--- src/rtl/ihl_pkg.sv ---
// Shared types and constants of the hex record loader.
package ihl_pkg;

    typedef enum logic [3:0] {
        PH_HUNT   = 4'd0,
        PH_LEN_HI = 4'd1,
        PH_LEN_LO = 4'd2,
        PH_ADDR0  = 4'd3,
        PH_ADDR1  = 4'd4,
        PH_ADDR2  = 4'd5,
        PH_ADDR3  = 4'd6,
        PH_TYP_HI = 4'd7,
        PH_TYP_LO = 4'd8,
        PH_DAT_HI = 4'd9,
        PH_DAT_LO = 4'd10
    } phase_t;

    localparam logic [1:0] KIND_REPLY   = 2'd0;
    localparam logic [1:0] KIND_PROGRAM = 2'd1;
    localparam logic [1:0] KIND_EEPROM  = 2'd2;

    localparam logic [7:0] REC_DATA     = 8'd0;
    localparam logic [7:0] REC_EOF      = 8'd1;
    localparam logic [7:0] REC_EXT_LIN  = 8'd4;

    localparam logic [7:0] REPLY_NEXT      = 8'h11;
    localparam logic [7:0] REPLY_FINISH    = 8'h55;
    localparam logic [7:0] REPLY_PROTECTED = 8'h80;
    localparam logic [7:0] REPLY_CMD       = 8'd66;

    localparam logic [15:0] EEPROM_SPACE   = 16'h00F0;
    localparam logic [7:0]  CHAR_COLON     = 8'h3A;
    localparam logic [7:0]  CHAR_A         = 8'h41;
    localparam logic [7:0]  CHAR_ZERO      = 8'h30;
    localparam logic [7:0]  ALPHA_OFFSET   = 8'd55;

    localparam logic [7:0]  CMD_CHAR_RESET = 8'd67;
    localparam logic [15:0] PROT_TOP_RESET = 16'd2047;

    localparam logic REG_CMD_CHAR = 1'b0;
    localparam logic REG_PROT_TOP = 1'b1;

    localparam int FIFO_DEPTH = 4;
    localparam int FIFO_AW    = $clog2(FIFO_DEPTH);

    typedef struct packed {
        logic [1:0]  kind;
        logic [16:0] addr;
        logic [7:0]  data;
        logic        last;
    } result_t;

    // Results produced by one character, in order
    typedef struct packed {
        logic [1:0] count;
        result_t    slot1;
        result_t    slot0;
    } emit_t;

endpackage

--- src/rtl/ihl_parser.sv ---
// Record parser: state registers and per-character result generation.
module ihl_parser
(
    input  logic                clk,
    input  logic                rst_n,
    input  logic                take,
    input  logic [7:0]          rx_char,
    input  logic [7:0]          command_char,
    input  logic [15:0]         protected_top,
    output ihl_pkg::emit_t      emit
);

    ihl_pkg::phase_t phase_reg, phase_next;
    logic [7:0]  hold_reg, hold_next;
    logic [7:0]  length_reg, length_next;
    logic [15:0] addr_reg, addr_next;
    logic [7:0]  type_reg, type_next;
    logic [7:0]  index_reg, index_next;
    logic [15:0] upper_reg, upper_next;
    logic [7:0]  first_reg, first_next;
    logic [7:0]  second_reg, second_next;
    logic        finished_reg, finished_next;

    logic [7:0]  digit;
    logic [7:0]  byte_val;
    logic [7:0]  index_inc;
    logic [8:0]  index_plus1;
    logic        complete;
    logic [1:0]  n;
    ihl_pkg::result_t slot [2];

    assign digit = (rx_char >= ihl_pkg::CHAR_A) ? rx_char - ihl_pkg::ALPHA_OFFSET
                                                : rx_char - ihl_pkg::CHAR_ZERO;
    assign byte_val    = {hold_reg[3:0], 4'b0000} + digit;
    assign index_inc   = index_reg + 8'd1;
    assign index_plus1 = {1'b0, index_reg} + 9'd1;

    always_comb
    begin
        phase_next    = phase_reg;
        hold_next     = hold_reg;
        length_next   = length_reg;
        addr_next     = addr_reg;
        type_next     = type_reg;
        index_next    = index_reg;
        upper_next    = upper_reg;
        first_next    = first_reg;
        second_next   = second_reg;
        finished_next = finished_reg;
        complete      = 1'b0;
        n             = 2'd0;
        slot[0]       = '0;
        slot[1]       = '0;

        if (take && !finished_reg)
        begin
            case (phase_reg)
                ihl_pkg::PH_HUNT:
                begin
                    if (rx_char == command_char)
                    begin
                        slot[n[0]] = '{ihl_pkg::KIND_REPLY, 17'd0, ihl_pkg::REPLY_CMD, 1'b0};
                        n = n + 2'd1;
                    end
                    if (rx_char == ihl_pkg::CHAR_COLON)
                        phase_next = ihl_pkg::PH_LEN_HI;
                end
                ihl_pkg::PH_LEN_HI:
                begin
                    hold_next  = digit;
                    phase_next = ihl_pkg::PH_LEN_LO;
                end
                ihl_pkg::PH_TYP_HI:
                begin
                    hold_next  = digit;
                    phase_next = ihl_pkg::PH_TYP_LO;
                end
                ihl_pkg::PH_DAT_HI:
                begin
                    hold_next  = digit;
                    phase_next = ihl_pkg::PH_DAT_LO;
                end
                ihl_pkg::PH_LEN_LO:
                begin
                    length_next = byte_val;
                    addr_next   = '0;
                    phase_next  = ihl_pkg::PH_ADDR0;
                end
                ihl_pkg::PH_ADDR0:
                begin
                    addr_next  = {addr_reg[11:0], 4'b0000} + {8'd0, digit};
                    phase_next = ihl_pkg::PH_ADDR1;
                end
                ihl_pkg::PH_ADDR1:
                begin
                    addr_next  = {addr_reg[11:0], 4'b0000} + {8'd0, digit};
                    phase_next = ihl_pkg::PH_ADDR2;
                end
                ihl_pkg::PH_ADDR2:
                begin
                    addr_next  = {addr_reg[11:0], 4'b0000} + {8'd0, digit};
                    phase_next = ihl_pkg::PH_ADDR3;
                end
                ihl_pkg::PH_ADDR3:
                begin
                    addr_next  = {addr_reg[11:0], 4'b0000} + {8'd0, digit};
                    phase_next = ihl_pkg::PH_TYP_HI;
                end
                ihl_pkg::PH_TYP_LO:
                begin
                    type_next   = byte_val;
                    index_next  = '0;
                    first_next  = '0;
                    second_next = '0;
                    if (length_reg == 8'd0)
                        complete = 1'b1;
                    else
                        phase_next = ihl_pkg::PH_DAT_HI;
                end
                ihl_pkg::PH_DAT_LO:
                begin
                    if (index_reg == 8'd0)
                        first_next = byte_val;
                    if (index_reg == 8'd1)
                        second_next = byte_val;
                    if (type_reg == ihl_pkg::REC_DATA)
                    begin
                        if (upper_reg == 16'd0)
                        begin
                            if (addr_reg > protected_top)
                            begin
                                slot[n[0]] = '{ihl_pkg::KIND_PROGRAM,
                                               {1'b0, addr_reg} + {9'd0, index_reg},
                                               byte_val, 1'b0};
                                n = n + 2'd1;
                            end
                        end
                        else if (upper_reg == ihl_pkg::EEPROM_SPACE)
                        begin
                            // even bytes only, and only if an odd partner follows
                            if (!index_reg[0] && (index_plus1 < {1'b0, length_reg}))
                            begin
                                slot[n[0]] = '{ihl_pkg::KIND_EEPROM,
                                               {9'd0, addr_reg[7:0] + {1'b0, index_reg[7:1]}},
                                               byte_val, 1'b0};
                                n = n + 2'd1;
                            end
                        end
                    end
                    index_next = index_inc;
                    if (index_inc == length_reg)
                        complete = 1'b1;
                    else
                        phase_next = ihl_pkg::PH_DAT_HI;
                end
                default:
                begin
                    phase_next = ihl_pkg::PH_HUNT;
                end
            endcase

            if (complete)
            begin
                phase_next = ihl_pkg::PH_HUNT;
                if (type_next == ihl_pkg::REC_EOF)
                begin
                    slot[n[0]] = '{ihl_pkg::KIND_REPLY, 17'd0, ihl_pkg::REPLY_FINISH, 1'b0};
                    n = n + 2'd1;
                    finished_next = 1'b1;
                end
                else if (type_next == ihl_pkg::REC_EXT_LIN)
                begin
                    upper_next = {first_next, second_next};
                    slot[n[0]] = '{ihl_pkg::KIND_REPLY, 17'd0, ihl_pkg::REPLY_NEXT, 1'b0};
                    n = n + 2'd1;
                end
                else if (type_next == ihl_pkg::REC_DATA)
                begin
                    // protected records never emit a write, so two slots suffice
                    if (upper_reg == 16'd0 && addr_reg <= protected_top)
                    begin
                        slot[n[0]] = '{ihl_pkg::KIND_REPLY, 17'd0,
                                       ihl_pkg::REPLY_PROTECTED, 1'b0};
                        n = n + 2'd1;
                    end
                    slot[n[0]] = '{ihl_pkg::KIND_REPLY, 17'd0, ihl_pkg::REPLY_NEXT, 1'b0};
                    n = n + 2'd1;
                end
            end
        end

        if (n == 2'd1)
            slot[0].last = 1'b1;
        else if (n == 2'd2)
            slot[1].last = 1'b1;

        emit.count = n;
        emit.slot0 = slot[0];
        emit.slot1 = slot[1];
    end

    always_ff @(posedge clk or negedge rst_n)
    begin
        if (!rst_n)
        begin
            phase_reg    <= ihl_pkg::PH_HUNT;
            hold_reg     <= '0;
            length_reg   <= '0;
            addr_reg     <= '0;
            type_reg     <= '0;
            index_reg    <= '0;
            upper_reg    <= '0;
            first_reg    <= '0;
            second_reg   <= '0;
            finished_reg <= 1'b0;
        end
        else
        begin
            phase_reg    <= phase_next;
            hold_reg     <= hold_next;
            length_reg   <= length_next;
            addr_reg     <= addr_next;
            type_reg     <= type_next;
            index_reg    <= index_next;
            upper_reg    <= upper_next;
            first_reg    <= first_next;
            second_reg   <= second_next;
            finished_reg <= finished_next;
        end
    end

endmodule

--- src/rtl/intel_hex_record_loader_core.sv ---
// Hex record loader top level: input channel, config registers, result queue.
//
// Input channel (in_valid / in_stall, rx_char) takes one ASCII character per
// request. The output channel (out_valid / out_stall) carries reply bytes and
// program / EEPROM byte writes; last marks the final result of a character.
// Registers command_char (0x0) and protected_top (0x4) sit on the APB port.
//
// A character is parsed in the cycle it is accepted; its zero, one or two
// results enter a 4-entry result queue, are registered there and appear on
// the output in order, one result per cycle while out_stall is low. Input
// throughput is one character per cycle while in_stall is low. in_stall rises
// when fewer than two queue entries are free, so a stalled receiver holds
// back the input once the queue fills.
// After an end-of-file record the block consumes characters without
// results until reset. Reset empties the queue, returns the parser to
// hunting for ':' and restores the register reset values.
module intel_hex_record_loader_core
(
    input  logic        clk,
    input  logic        rst_n,

    input  logic        in_valid,
    output logic        in_stall,
    input  logic [7:0]  rx_char,

    output logic        out_valid,
    input  logic        out_stall,
    output logic [1:0]  result_kind,
    output logic [16:0] target_address,
    output logic [7:0]  payload_byte,
    output logic        last,

    input  logic        psel,
    input  logic        penable,
    input  logic        pwrite,
    input  logic [2:0]  paddr,
    input  logic [31:0] pwdata,
    output logic [31:0] prdata,
    output logic        pready
);

    logic [7:0]  cmd_char_reg;
    logic [15:0] prot_top_reg;
    logic        cfg_write;

    logic                  take;
    logic                  pop;
    ihl_pkg::emit_t        emit;
    ihl_pkg::result_t      fifo_mem [ihl_pkg::FIFO_DEPTH];
    logic [ihl_pkg::FIFO_AW-1:0] wr_ptr_reg, rd_ptr_reg;
    logic [ihl_pkg::FIFO_AW:0]   count_reg, count_next;
    logic [ihl_pkg::FIFO_AW-1:0] wr_ptr_b;
    ihl_pkg::result_t      head;

    // Configuration port
    assign pready    = 1'b1;
    assign cfg_write = psel && penable && pwrite;
    assign prdata    = (paddr[2] == ihl_pkg::REG_PROT_TOP) ? {16'd0, prot_top_reg}
                                                           : {24'd0, cmd_char_reg};

    always_ff @(posedge clk or negedge rst_n)
    begin
        if (!rst_n)
        begin
            cmd_char_reg <= ihl_pkg::CMD_CHAR_RESET;
            prot_top_reg <= ihl_pkg::PROT_TOP_RESET;
        end
        else if (cfg_write)
        begin
            if (paddr[2] == ihl_pkg::REG_CMD_CHAR)
                cmd_char_reg <= pwdata[7:0];
            else
                prot_top_reg <= pwdata[15:0];
        end
    end

    // Input side: room for the worst case of two results
    assign in_stall = (count_reg > (ihl_pkg::FIFO_AW + 1)'(ihl_pkg::FIFO_DEPTH - 2));
    assign take     = in_valid && !in_stall;

    ihl_parser u_parser
    (
        .clk           (clk),
        .rst_n         (rst_n),
        .take          (take),
        .rx_char       (rx_char),
        .command_char  (cmd_char_reg),
        .protected_top (prot_top_reg),
        .emit          (emit)
    );

    // Result queue
    assign head      = fifo_mem[rd_ptr_reg];
    assign out_valid = (count_reg != '0);
    assign pop       = out_valid && !out_stall;
    assign wr_ptr_b  = wr_ptr_reg + (ihl_pkg::FIFO_AW)'(1);
    assign count_next = count_reg + (ihl_pkg::FIFO_AW + 1)'(emit.count)
                                  - (ihl_pkg::FIFO_AW + 1)'(pop);

    always_ff @(posedge clk)
    begin
        if (emit.count != 2'd0)
            fifo_mem[wr_ptr_reg] <= emit.slot0;
        if (emit.count == 2'd2)
            fifo_mem[wr_ptr_b] <= emit.slot1;
    end

    always_ff @(posedge clk or negedge rst_n)
    begin
        if (!rst_n)
        begin
            wr_ptr_reg <= '0;
            rd_ptr_reg <= '0;
            count_reg  <= '0;
        end
        else
        begin
            wr_ptr_reg <= wr_ptr_reg + (ihl_pkg::FIFO_AW)'(emit.count);
            if (pop)
                rd_ptr_reg <= rd_ptr_reg + (ihl_pkg::FIFO_AW)'(1);
            count_reg <= count_next;
        end
    end

    assign result_kind    = head.kind;
    assign target_address = head.addr;
    assign payload_byte   = head.data;
    assign last           = head.last;

    // Checks
    a_count_bound: assert property (@(posedge clk) disable iff (!rst_n)
        count_reg <= (ihl_pkg::FIFO_AW + 1)'(ihl_pkg::FIFO_DEPTH))
        else $error("result queue count above depth");

    a_no_emit_unless_taken: assert property (@(posedge clk) disable iff (!rst_n)
        (emit.count != 2'd0) |-> take)
        else $error("results produced without an accepted request");

    a_last_marks_final: assert property (@(posedge clk) disable iff (!rst_n)
        (emit.count == 2'd2) |-> (!emit.slot0.last && emit.slot1.last))
        else $error("last flag on wrong result of a request");

    a_count_tracks: assert property (@(posedge clk) disable iff (!rst_n)
        (emit.count != 2'd0 && !pop) |=> (count_reg > $past(count_reg)))
        else $error("queue count did not grow on push");

endmodule
--- config.mk ---
export PLATFORM = sky130hd
export DESIGN_NAME = intel_hex_record_loader_core
export DESIGN_NICKNAME = d
export VERILOG_FILES = /design/src/rtl/ihl_pkg.sv /design/src/rtl/ihl_parser.sv /design/src/rtl/intel_hex_record_loader_core.sv
export SDC_FILE = /design/constraint.sdc
export NUM_CORES = 1
export LEC_CHECK = 0
export BUFFER_PORTS_ARGS = -buffer_cell sky130_fd_sc_hd__buf_2
export CORE_MARGIN = 3
export CORE_UTILIZATION = 45
export CTS_CLUSTER_SIZE = 10
export DETAILED_ROUTE_END_ITERATION = 10
export PLACE_DENSITY = 0.67
export SLEW_MARGIN = 20
export SYNTH_ARGS = -nofsm -noshare
export SYNTH_HDL_FRONTEND = slang
export SYNTH_SLANG_ARGS = --single-unit
--- constraint.sdc ---
create_clock -name clk -period 7.52 [get_ports clk]
set_input_delay 1.504 -clock clk [delete_from_list [all_inputs] [get_ports clk]]
set_output_delay 1.504 -clock clk [all_outputs]
set_load 0.005 [all_outputs]
==> impl.org, run 1 <==
** Detailed routing
- Via count :: approximately 9k
- Post-DR wirelength/cell :: ~18 µm
- Routed Antenna Nets :: 0
- Count of routing violations after the opening detailed-route iteration :: about 630
- Summed over all layers, the routed wires come to ~29 mm.
- DRC errors left :: 0
- In this run the top signal layer used is met5.
- After detailed routing, the number of vias per cell comes to between 5 and 6.
- Drt first pass iters :: 5
- In the detailed route, the total length drawn on met3 is ~1.6 mm.
- In the detailed route, the total length drawn on met2 is ~14 mm.
- In the final routing, the length of wire on met1 measures approximately 14 mm.

** Logic synthesis
- Synth warnings :: 0
- The number of different library cells used by synthesis comes to 74.
- The mapped netlist covers around 13000 µm².
- The cell count after synthesis came out at approximately 1.1k.
- The share of the Yosys chip area taken by registers is about half.
- EDFF count, synth :: 112
- A synthesized cell averages around 11 µm².
- Most used flip-flop cell after synthesis :: edfxtp_1
- Yosys reg bits :: about 220
- Share of synthesized registers carrying an async set or reset :: 50.0%

** GRT
- Summed over all layers, the global routing overflow is 0.
- The first global-routing pass estimated 47.8 mm of wire.
- Maximum number of pins on one net before global-route repair :: 74
- In the global route stage, overall resource usage came out at between 10% and 20%.
- The number of global-route vias before repair is about 8.8k.
- Number of antenna violations at the first check in global routing :: 1

** Power and ir drop
- Total power density per cell area :: 292 nW/µm²
- Net switching share of the total power :: between 30 and 40%
- Summed over all cells, the static leakage comes to about 6.1 nW.
- The analysis attributes to net switching a power of 1.41 mW.
- Fraction of power consumed by combinational cells :: between 30% and 40%
- Of the total power, the clock network draws 28.9%.
- Worst supply voltage drop on vdd :: between 0.0001 and 0.00015 V
- The share of total power dissipated in sequential elements is roughly two fifths.
- The internal portion of the total power is 2.73 mW.

** Setup path
- Standard cell with the maximum stage delay on the critical path :: or4b_4
- Register-to-register setup slack :: 1.67 ns
- The worst setup path is launched from a primary input.
- Kind of cell adding the most delay to the critical path :: adder cells
- Crit path max fanout :: 9
- The worst register-to-register path ends at count_reg[2].
- STA classifies the critical path endpoint as a flop.
- STA puts the critical path data required time at roughly 8 ns.
- Crit-path max cell delay :: just over 0.5 ns
- Number of buffer and inverter instances along the worst setup path :: 6
- In this run the critical register-to-register path is launched from u_parser.index_reg[0].
- Startpoint-to-endpoint class of the critical path :: in2reg
- Crit-path most repeated cell :: inv_1
- The number of cells on the worst reg-to-reg path is 22.
- Arrival time reported for the critical path endpoint :: 6.79 ns

** Final layout
- Leading cell type in the layout, fill and taps excluded :: edfxtp_1
- Share of cells above drive strength 1 :: 19.7%
- In the layout the commonest cells are edfxtp_1 (112), nor2_1 (109), dfrtp_1 (97).
- Relative to the synthesized area, the layout overhead comes to 12.4%.
- Layout Nets :: around 1.3k
- Ranked by flip-flop count, first place goes to fifo_mem.
- The repair_antennas step left the layout with diodes totalling 0.
- The register with the most flip-flops in the layout has approximately 110 of them.

** CTS
- Total clock buffers created by CTS :: 27
- Depth of the CTS H-tree :: 1
- Clock sink count :: 224
- Postcts setup bufs :: 0
- Clock transition at the registers of the reported paths :: 0.05 ns
- TritonCTS built the clock tree.
- Buffer levels on the longest clock path :: 3
- Clock insertion delay at the later pin of the skew report :: ~0.54 ns
- Clock Tree Root :: clkbuf_16
- Hold repair after CTS inserted 0 buffers.
- After clock tree synthesis, the repair step resized 0 gates.

** Floorplan
- Die Area :: between 30000 and 40000 µm²
- In this run the vertical extent of the chip is approximately 170 µm.
- Number of top-level pins :: 113
- Starting density of the core :: a little under half
- Std-Cell Rows :: 60
- After floorplanning, the core was sized to cover between 20000 and 30000 µm².
- Measured along the x axis, the die boundary spans between 150 and 200 µm.

** Worst hold path
- End point of the most critical hold path :: rd_ptr_reg[1]
- Worst hold start :: rd_ptr_reg[1]
- Class of the most critical hold timing path :: reg2reg
- Hold Path Depth :: 1

** STA
- Worst slew margin :: 27.2%
- At the pin with the least slew margin, the transition time is between 1 and 1.5 ns.
- The worst path uses 84.7% of the clock period.
- Setup repair after global routing left no endpoint under its margin.
- Setup violations remaining at the end of the flow were counted as 0.
- Max Transition Viols Final :: 0
- Layout Skew :: 0.0177 ns
- Hold timing on the final database bottoms out at a slack of 0.472 ns.
- The routed design could run at a clock period as short as ~6.4 ns.
- Aggregate negative setup slack :: 0 ns
- Highest achievable clock rate :: approximately 160 MHz
- The final count of hold timing violations was 0.

** Job
- Count of maximum capacitance violations :: 0

** Place
- Port buffering added a little under 80 buffers.
- GPL Wtd Cong :: between 0.8 and 0.9
- After legalization and detailed placement, the total HPWL measured between 20 and 25 mm.

** Status
- The flow ran to the end, and the final reports show no timing, DRC or antenna violations.
-- kinds of logic after synthesis --
| logic type | Yosys count | share of synthesized area (%) |
|---|---|---|
| xor gates and xnor gates | 61 | 4.23 |
| adders and majority gates | 67 | 6.94 |
| muxes | 71 | 9.00 |
| and+or+nand+nor | 380 | 15.0 |
| DFF | 224 | 49.0 |
| other | 2 | 0.0595 |
| buffers and inverters | 121 | 4.43 |
| AOI/OAI and AO/OA | 213 | 11.3 |
-- cells in the mapped netlist, types with 15 or more instances --
library cell  count  area (µm²)
a21o_1           16         120
a21oi_1          32         160
a22o_1           27         236
a22oi_1          17         128
and2_1           15        93.8
buf_4            17         128
clkbuf_1         36         135
dfrtp_1          98        2450
edfxtp_1        112        3360
ha_1             62         776
inv_1            51         191
mux2_2           40         450
mux4_2           28         631
nand2_1          85         319
nand3_1          38         190
nand4_1          18         113
nor2_1          110         413
nor2b_1          20         125
nor3_1           22         110
o21ai_0          72         360
xnor2_1          35         307
xor2_1           26         228
-- per-stage QoR --
| step | cell area [µm²] | total power [mW] | utilization (%) | instances | worst slack (ns) |
|---|---|---|---|---|---|
| after floorplan | 12700 | 2.54 | - | 1154 | 0.0777 |
| after global placement | 13400 | 2.93 | 49.0 | 1556 | 0.688 |
| after detailed placement | 13400 | 2.97 | 49.0 | 1556 | 0.599 |
| after CTS | 14200 | 4.18 | 52.1 | 1606 | 1.17 |
| after global routing | 14200 | 4.42 | 52.1 | 1606 | 0.727 |
| final | 14200 | 4.15 | 52.1 | 1606 | 1.15 |
-- final cells by class --
cell class              count  area (µm²)
fillers                  2460       13100
flip-flops and latches    224        6190
multi-input cells         809        5950
clock buffers              48         795
repair buffers            100         573
well taps                 372         465
inverters                  51         191
clock inverters             2        27.5
-- routing by layer --
metal / vias up / track usage [%]
li1: 4273 / -
met1: 4368 / 27.8
met2: 243 / 31.3
met3: 54 / 3.22
met4: 2 / 4.32
met5: - / 0
-- how the worst max path moves through the flow --
stage / from / endpoint / slack, ns / cells after the start
CTS: rx_char[1] / count_reg[2] / 1.17 / 26
finish: rx_char[1] / count_reg[2] / 1.15 / 26
global route: rx_char[1] / count_reg[2] / 0.73 / 26
global placement: rx_char[1] / count_reg[2] / 0.69 / 26
floorplan: rx_char[1] / fifo_mem[3][0] / 0.08 / 20
detailed placement: rx_char[1] / count_reg[2] / 0.60 / 26
-- power by group through the flow --
stage	Combinational, mW	Clock, mW	Sequential (mW)
final	1.26	1.20	1.69
after global routing	1.41	1.29	1.72
after CTS	1.27	1.23	1.68
after detailed placement	1.26	0	1.71
after global placement	1.23	0	1.70
after floorplan	0.976	0	1.56
Note: power is estimated with default switching activity, not from simulation.
==> run 2: changes to the inputs <==
Settings changed: PLACE_DENSITY 0.67 to 0.7.
Clock period 7.52 ns to 5.18 ns, I/O delays scaled along.
==> run 2 against run 1 <==
Final area up 5.7%. Die area did not move. Sequential power grew 39%. Core utilization increased by 3.0 points. Clock skew down 0.00059 ns. Total power is 51% higher. Non-clock buffer count increased by 71. First-iteration DRC count up 8.6%. Critical path type unchanged. Largest cell class unchanged.
==> impl.org, run 2 (synthesis results as in run 1) <==
** GRT
- The number of global-route vias before repair came to ~9.3k.
- The first global-routing pass estimated ~49 mm of wire.
- Met1 usage in global routing :: between 20% and 30%
- Number of antenna violations at the first check in global routing :: 0
- Entering global routing, the biggest net connects a little over 50 pins.
- Global routing used between 10% and 20% of the available tracks across all layers.
- Global-route met2 utilization :: between 30% and 40%
- Aggregate global routing overflow :: 0
- In this run the most used layer during global routing was met2.
- For this run, global-route usage on met3 was measured as under 10%.

** CTS
- CTS tree :: built
- Clock sink count :: around 220
- Clock Tree Root :: clkbuf_16
- Clock transition at the registers of the reported paths :: approximately 0.060 ns
- Depth of the CTS H-tree :: 1
- Buffer levels on the longest clock path :: 3
- The later pin in the worst-skew pair is clocked with a latency of 0.54 ns.
- The number of clock buffers added by TritonCTS is 27.

** Setup path
- Crit-path max cell delay :: roughly 0.53 ns
- Startpoint-to-endpoint class of the critical path :: in2reg
- For the worst setup path, the data required time is around 5.6 ns.
- Arrival time reported for the critical path endpoint :: around 5.6 ns
- The worst setup path is captured at a flop.
- The worst setup path is launched from a primary input.
- Number of buffer and inverter instances along the worst setup path :: 5
- The largest individual stage delay along the critical path comes from the cell or4b_4.
- Traced cell by cell, the critical path runs through buf_6 -> ha_4 -> or4b_4 -> a311oi_4 -> a211o_1 -> xnor2_2 -> ha_2 -> inv_2 -> fa_2 -> nor3b_4 -> mux2_4 -> nand2_4 -> a211o_4 -> a21o_1 -> mux2i_4 -> a21oi_4 -> inv_1 -> ha_1 -> inv_1 -> ha_2 -> inv_2 -> fa_2 -> xor2_1 -> xnor2_1.
- Kind of cell adding the most delay to the critical path :: adder cells
- Crit path max fanout :: 4

** STA
- Min cycle time layout :: 5.17 ns
- The number of max-slew violations in the final report is 0.
- Hold is met by 0.477 ns.
- Setup repair after global routing missed its margin :: true
- Highest achievable clock rate :: a little under 200 MHz
- Final setup viols :: 0
- Aggregate negative setup slack :: 0 ns
- Setup slack closes at roughly 0.014 ns.
- Worst slew margin :: a little over a third
- Period Utilization, post-route :: about 100%
- Final hold viol count :: 0
- Layout Skew :: about 0.017 ns
- Measured slew at the worst slew-check pin :: between 0.9 and 1 ns

** Detailed routing
- The first TritonRoute pass finished after 5 iterations.
- The count of nets left with antenna violations once routing finished came out at 0.
- Final WL :: around 30 mm
- In the routed design, unresolved DRC markers number 0.
- After detailed routing, the average wire length per cell comes to ~18 µm.
- Vias/cell :: roughly 5.5
- Via count :: just over 9k
- The detailed router finished its first iteration with 680 violations.

** Power and ir drop
- The design draws between 6 and 7 mW.
- Worst supply voltage drop on vdd :: about 0.00026 V
- In this run the static leakage power is around 6.5 nW.
- Total power density per cell area :: ~420 nW/µm²

** Floorplan
- Std-Cell Rows :: 60
- Die Area :: 30100 µm²
- Starting density of the core :: a little under half
- around 110 I/O pins were placed.
- In this run the horizontal extent of the chip is around 170 µm.
- Measured along the y axis, the die boundary spans ~170 µm.
- Core Area :: 27300 µm²

** Final layout
- Finished Core Util :: around 55%
- Share of cells above drive strength 1 :: between 20% and 30%
- Commonest cells after routing, fill and taps aside :: edfxtp_1 (112), nor2_1 (109), dfrtp_1 (97)
- Leading cell type in the layout, fill and taps excluded :: edfxtp_1
- Flip-flop count of the largest register, all copies and words added :: about 110
- Ranked by flip-flop count, first place goes to fifo_mem.
- Antenna Cells :: 0
- Layout Nets :: roughly 1.4k
- Layout Area Growth over Synthesis :: 18.8%

** Place
- Buffers placed on the I/O ports in this run total 77.
- Worst setup slack after placement :: -0.729 ns
- GPL Wtd Cong :: around 0.87
- The wire-length estimate of the detail-placed layout is about 21 mm.

** Job
- Across the run, the number of max-cap violations was 0.

** Worst hold path
- Class of the most critical hold timing path :: in2async

** Status
- Status :: complete, no violations
-- run 2: cell count changes in the layout (fill, tap and decap cells not counted), sizes merged --
cell	previous run	this run
clkinvlp	1	0
buf	100	171
clkinv	0	2
clkbuf	48	45
-- run 2: area by class of cell --
class                           instances  area (µm²)
Clock buffer                           45         773
Clock inverter                          3        30.0
Fill cell                            2295       12200
Inverter                               51         194
Multi-Input combinational cell        809        6130
Sequential cell                       224        6180
Tap cell                              372         465
Timing Repair Buffer                  171        1220
-- run 2: layer usage --
layer,part of all wire (%),routed length [µm],vias up
li1,-,-,4422
met1,44,13200,4502
met2,49,14700,241
met3,5.1,1520,37
met4,1.9,555,0
met5,0,0,-
-- run 2: per-stage QoR --
| step | cells | instance area [µm²] |
|---|---|---|
| global route | 1675 | 15000 |
| CTS | 1672 | 14900 |
| finish | 1675 | 15000 |
| global placement | 1619 | 14100 |
| floorplan | 1154 | 12900 |
| detailed placement | 1619 | 14100 |
-- run 2: repair_timing --
item | in CTS | in global routing
setup buffers | 5 | 3
endpoints found under the setup margin | 30 | 64
gates resized for setup | 6 | 11
pin swaps | 9 | 2
hold buffers | 0 | 0
-- run 2: worst paths after layout --
| kind | startpoint | end | slack (ns) | cells after the start |
|---|---|---|---|---|
| max | rx_char[0] | count_reg[2] | 0.01 | 24 |
| min | rst_n | u_parser.length_reg[6] | 0.48 | 1 |
| max reg2reg | u_parser.index_reg[1] | count_reg[2] | 0.24 | 23 |
| min reg2reg | u_parser.upper_reg[1] | u_parser.upper_reg[1] | 0.48 | 2 |
| max in group asynchronous | rst_n | prot_top_reg[11] | 3.68 | 2 |
| min in group clk | u_parser.upper_reg[1] | u_parser.upper_reg[1] | 0.48 | 2 |
-- run 2: power by group --
part / internal [mW] / switching (mW)
clock network: 1.01 / 0.710
logic: 1.01 / 1.16
registers: 2.09 / 0.261
